===== src/rtl/pfp_pkg.sv =====
// Shared types, widths and helpers for the point frustum projection block.
`default_nettype none
package pfp_pkg;

  localparam int QW = 44;
  localparam int DW = 18;
  localparam int CW = 29;

  typedef enum logic [3:0] {
    REG_ROT_X  = 4'd0,
    REG_ROT_Y  = 4'd1,
    REG_ROT_Z  = 4'd2,
    REG_SHF_X  = 4'd3,
    REG_SHF_Y  = 4'd4,
    REG_SHF_Z  = 4'd5,
    REG_LENS   = 4'd6,
    REG_FRAME  = 4'd7
  } pfp_reg_e;

  typedef struct packed {
    logic [DW-1:0] rem;
    logic [QW-1:0] num;
  } pfp_lane_t;

  typedef struct packed {
    logic          valid;
    logic          ok;
    logic          neg_u;
    logic          neg_v;
    logic [CW-1:0] cz;
    logic [DW-1:0] div;
    pfp_lane_t     lu;
    pfp_lane_t     lv;
  } pfp_item_t;

  function automatic pfp_lane_t pfp_step(input pfp_lane_t ln, input logic [DW-1:0] dv);
    logic [DW:0] t;
    logic [DW:0] diff;
    logic        ge;
    pfp_lane_t   r;
    t    = {ln.rem, ln.num[QW-1]};
    diff = t - {1'b0, dv};
    ge   = (t >= {1'b0, dv});
    r.rem = ge ? diff[DW-1:0] : t[DW-1:0];
    r.num = {ln.num[QW-2:0], ge};
    return r;
  endfunction

endpackage
`default_nettype wire


===== src/rtl/pfp_div_cell.sv =====
// One restoring division step for both pixel lanes, registered.
`default_nettype none
module pfp_div_cell
  import pfp_pkg::*;
(
  input  wire logic clk_i,
  input  wire logic rst_ni,
  input  wire logic en_i,
  input  pfp_item_t item_i,
  output pfp_item_t item_o
);

  pfp_item_t item_d, item_q;

  always_comb begin
    item_d    = item_i;
    item_d.lu = pfp_step(item_i.lu, item_i.div);
    item_d.lv = pfp_step(item_i.lv, item_i.div);
  end

  always_ff @(posedge clk_i or negedge rst_ni) begin
    if (!rst_ni) begin
      item_q <= '0;
    end else if (en_i) begin
      item_q <= item_d;
    end
  end

  assign item_o = item_q;

endmodule
`default_nettype wire


===== config.mk =====
export PLATFORM = sky130hd
export DESIGN_NAME = pfp_div_cell
export DESIGN_NICKNAME = d
export VERILOG_FILES = /design/src/rtl/pfp_pkg.sv /design/src/rtl/pfp_div_cell.sv
export SDC_FILE = /design/constraint.sdc
export NUM_CORES = 1
export LEC_CHECK = 0
export ABC_AREA = 1
export CORE_MARGIN = 2
export CORE_UTILIZATION = 35
export CTS_CLUSTER_SIZE = 25
export DETAILED_ROUTE_END_ITERATION = 7
export DONT_BUFFER_PORTS = 1
export GPL_TIMING_DRIVEN = 0
export SLEW_MARGIN = 25
export SYNTH_ARGS = -nofsm -noshare
export SYNTH_HDL_FRONTEND = slang
export SYNTH_SLANG_ARGS = --single-unit

===== constraint.sdc =====
create_clock -name clk_i -period 0.9 [get_ports clk_i]
set_clock_uncertainty 0.1 [all_clocks]
set_input_delay 0.09 -clock clk_i [delete_from_list [all_inputs] [get_ports clk_i]]
set_output_delay 0.09 -clock clk_i [all_outputs]
set_load 0.02 [all_outputs]

## After elaboration in Yosys (flattened, before gate mapping)

Cells that the tools add are included.

- Bits in registers: 175
- Input bits: 178
- Output and inout port bits: 175
- Word-level logic and storage cells: 16

- Add/subtract/negate cells: 2
- $lt $le $gt $ge: 2
- Multiplexer cells: 2

Operators by type and width:

| operator | count |
|---|---|
| >= comparator 19 x 18 -> 1 bit | 2 |
| two-way mux 18 bit | 2 |
| subtractor 18 bit | 2 |

## Depth between registers and ports, before layout

- Depth in word-level cells: 2
- Depth in mapped cells: 16
- Depth with buffers taken out: 15

## Least setup slack after synthesis

Ideal clock, no wire load.

- Path kind: input to register
- From: input item_i[43] (netlist bit)
- To: register item_q, in the netlist item_o[58]
- Setup time: 0.117 ns
- Arrival: 1.437 ns
- Required time: 0.683 ns
- Slack: -0.754 ns
- Stages: 14
- Path buffers: 0
- Path through: inv_1 -> ha_1 -> inv_1 -> fa_1 -> inv_1 -> nor2_1 -> nor2_1 -> o21bai_1 -> nand2_1 -> nand3b_1 -> nand2_1 -> nand2_1 -> nand3_1 -> nand2_1

- Cells in the longest elaborated chain, start to end: 2
- Elaborated cells between the ends (all ways): 3
- Those cells by class: add/sub: 1; order compare: 1; mux: 1

Ends and longest elaborated chain:

| element | line | RTL |
|---|---|---|
| start: declaration | pfp_div_cell.sv:9 | `input pfp_item_t item_i,` |
| subtractor 18 bit / >= comparator 19 x 18 -> 1 bit (equally long branches) | pfp_pkg.sv:42, pfp_pkg.sv:43 |  |
| two-way mux 18 bit (*) | pfp_pkg.sv:44 | `r.rem = ge ? diff[DW-1:0] : t[DW-1:0];` |
| end signal: assignment | pfp_div_cell.sv:25 | `item_q <= item_d;` |
| end: declaration | pfp_div_cell.sv:13 | `pfp_item_t item_d, item_q;` |

Mark *: on every way between the ends. The rest lies on a longest branch, timed or not.
A chain may end at the register's enable or synchronous reset.

## Worst setup path after layout

- From: input item_i[132] (netlist bit)
- To: register item_q, in the netlist item_o[118]

Same word-level chain as after synthesis.

==> metrics <==
status=complete, but fails checks; failing checks=negative hold slack, negative setup slack; VDD IR-drop max=0.939 mV; RSZ-0062 raised after global routing=true; Die ar.=0.0279 mm^2; WL/cell=19.2 um; All-Layer GR Usage=24.2%; FF+latch count, synth=175; met3 wire length=2650 um; metal2 WL=17,300 um; first-pass detailed-route iteration total=5; max layer used=met4; Max Slew Vio Count=0; CTS H-tree lvls=4; max_cap viols=0; TritonCTS Buffers=17; Worst Path Arrival=1.78 ns; Req. time, crit path=1.16 ns; Period Utilization, post-route=168%; Yosys top cell area share=47.1%; sequential area share after synthesis=47.1%; Reg area=0.00460 mm^2; initial antenna violation count=0; Final WS setup=-0.616 ns; final WL=34,400 um; DRT antenna net count=0; grt ovf=0; synthesized area=0.00929 mm^2; worst-path fanout max=6; Mapped Cells=1,240; WHS=-0.755 ns; DP Wirelength=23,400 um; Initial Utilization=35.7%; slew of the pin with the lowest slew margin=0.890 ns; number of global-route vias before repair=9,148; CP Capture Type=flip-flop; setup TNS=-52.66 ns; via count=9,018; Synth area leader=dfrtp_1; dpl ws=-1.14 ns; DR DRC count=0; Metal-1 WL=13,400 um; Placer Congestion=0.929; post-layout min period=1.52 ns; max_slew headroom=40.6%; worst path bufs/invs=3; nets=1,661; first-pass GRT wire length=52,500 um; Die Span Y=167 um; Iter 0 DRT Violations=709; Pleak=6.43 nW; commonest non-fill, non-tap cells in the layout=607 x nand2_1, 175 x dfrtp_2, 165 x dlygate4sd3_1; port bufs=0; CTS Sinks=175; slowest CP cell=ha_4; Multi-input gate area=0.00522 mm^2; largest net degree at the start of global routing=176; Worst-path clk slew=0.08 ns; final setup vio count=213; crit path kind=input port to flip-flop; PwrDens=1710 mW/mm^2; clock buffer depth=2; Die Width=167 um; clk_lat worst skew=0.43 ns; max FFs per register=175; IO Count=353; diode count=0; Synthesis Warnings=0; Max Freq=660 MHz; Fin. Hold Viols=190; CP max stage delay=0.26 ns; core area=0.0261 mm^2; area grow syn2layout=45.5%; Syn Nets=1,456; # fillers=2,349; CTS root buf=clkbuf_16; Critical Path Start Type=input port; synth top area cells=dfrtp_1 47%, nand2_1 26%, ha_1 4.8%, inv_1 3.4%, nand3b_1 3.4%; Post-Syn Area per Cell=7.50 um^2; layout cells sized above 1=29.5%; CTS tree=built; most common cell after layout, fill and taps aside=nand2_1; worst path cell trace=clkinvlp_4 > buf_12 > ha_4 > nand2_2 > nand2_2 > nand2_1 > nand2_2 > a21oi_4 > nand2_4 > nand2_8 > nand2_8 > buf_8 > nand2_1 > nand3_2 > nand2_1; HP Class=input port to async pin; # rows=59; DR vias/cell=5.03; Netlist cell types=31; Top delay family on crit path=simple AND/OR/NAND/NOR gates
[what timing repair did]
item	4_1_cts	5_1_grt
setup endpoints to repair	219	234
gates cloned	2	1
pin swaps	44	35
hold endpoints to repair	348	196
buffers inserted	15	3
hold buffers	155	11
gates resized for setup	265	68
[worst paths after layout]
check | from | to | slack [ns] | cells after the start
worst max-delay path | item_i[132] | item_o[118]$_DFFE_PN0P_ | -0.62 | 15
worst min-delay path | rst_ni | item_o[50]$_DFFE_PN0P_ | -0.76 | 0
worst max register to register | item_o[62]$_DFFE_PN0P_ | item_o[62]$_DFFE_PN0P_ | -0.03 | 2
worst min register to register | item_o[94]$_DFFE_PN0P_ | item_o[94]$_DFFE_PN0P_ | 0.47 | 2
max in group asynchronous | rst_ni | item_o[13]$_DFFE_PN0P_ | 0.78 | 0
min in group clk_i | item_i[124] | item_o[124]$_DFFE_PN0P_ | -0.31 | 2
[synthesized netlist by cell type, drive strengths merged]
library cell  count
a21oi            27
o21bai            4
nand3b           42
nor3              7
or2               1
clkbuf           34
xor2              4
dfrtp           175
buf              14
ha               36
nand2           663
nor2             45
inv              88
and2              1
fa                2
nand3            57
and3              1
xnor2            11
a31oi             2
o21ai            26
[per-layer routing]
| layer | up-vias | GRT usage [%] |
|---|---|---|
| met3 | 49 | 7.18 |
| met1 | 4340 | 27.5 |
| met4 | 0 | 8.55 |
| met2 | 375 | 43.0 |
| li1 | 4254 | - |
| met5 | - | 0 |
[stage by stage]
step | utilization [%] | hold WS, ns | cell area [um^2] | instances | total power, mW
2_1_floorplan | - | -0.306 | 9730 | 1240 | 13.0
3_3_place_gp | 38.9 | -0.301 | 10100 | 1575 | 14.0
3_5_place_dp | 38.9 | -0.301 | 10100 | 1575 | 14.0
4_1_cts | 50.1 | -0.778 | 13100 | 1778 | 22.9
5_1_grt | 51.9 | -0.784 | 13500 | 1793 | 24.2
6_report | 51.9 | -0.755 | 13500 | 1793 | 23.1
[power breakdown]
group,internal [mW],total (mW),leakage [nW],switching (mW)
Combinational,2.23,4.84,4.22,2.61
Sequential,8.86,10.7,1.92,1.81
Clock,3.78,7.61,0.291,3.83
Total,14.9,23.1,6.43,8.25
[layout make-up]
cell class	count	area share, %
Buffer	48	2.79
Clock buffer	18	3.17
Clock inverter	14	1.22
Inverter	88	2.93
Multi-Input combinational cell	929	38.6
Sequential cell	175	34.0
Tap cell	335	3.10
Timing Repair Buffer	186	14.1
[cells by family (layout without fill, tap and decap cells)]
logic type	after synthesis	in the layout	synth area share (%)
DFF	175	175	47.1
and+or+nand+nor	817	817	36.5
xor gates and xnor gates	15	15	1.41
AOI/OAI and AO/OA	59	59	3.43
buffers and inverters	136	354	6.30
adders and majority gates	38	38	5.28
(Power assumes the default switching activity.)
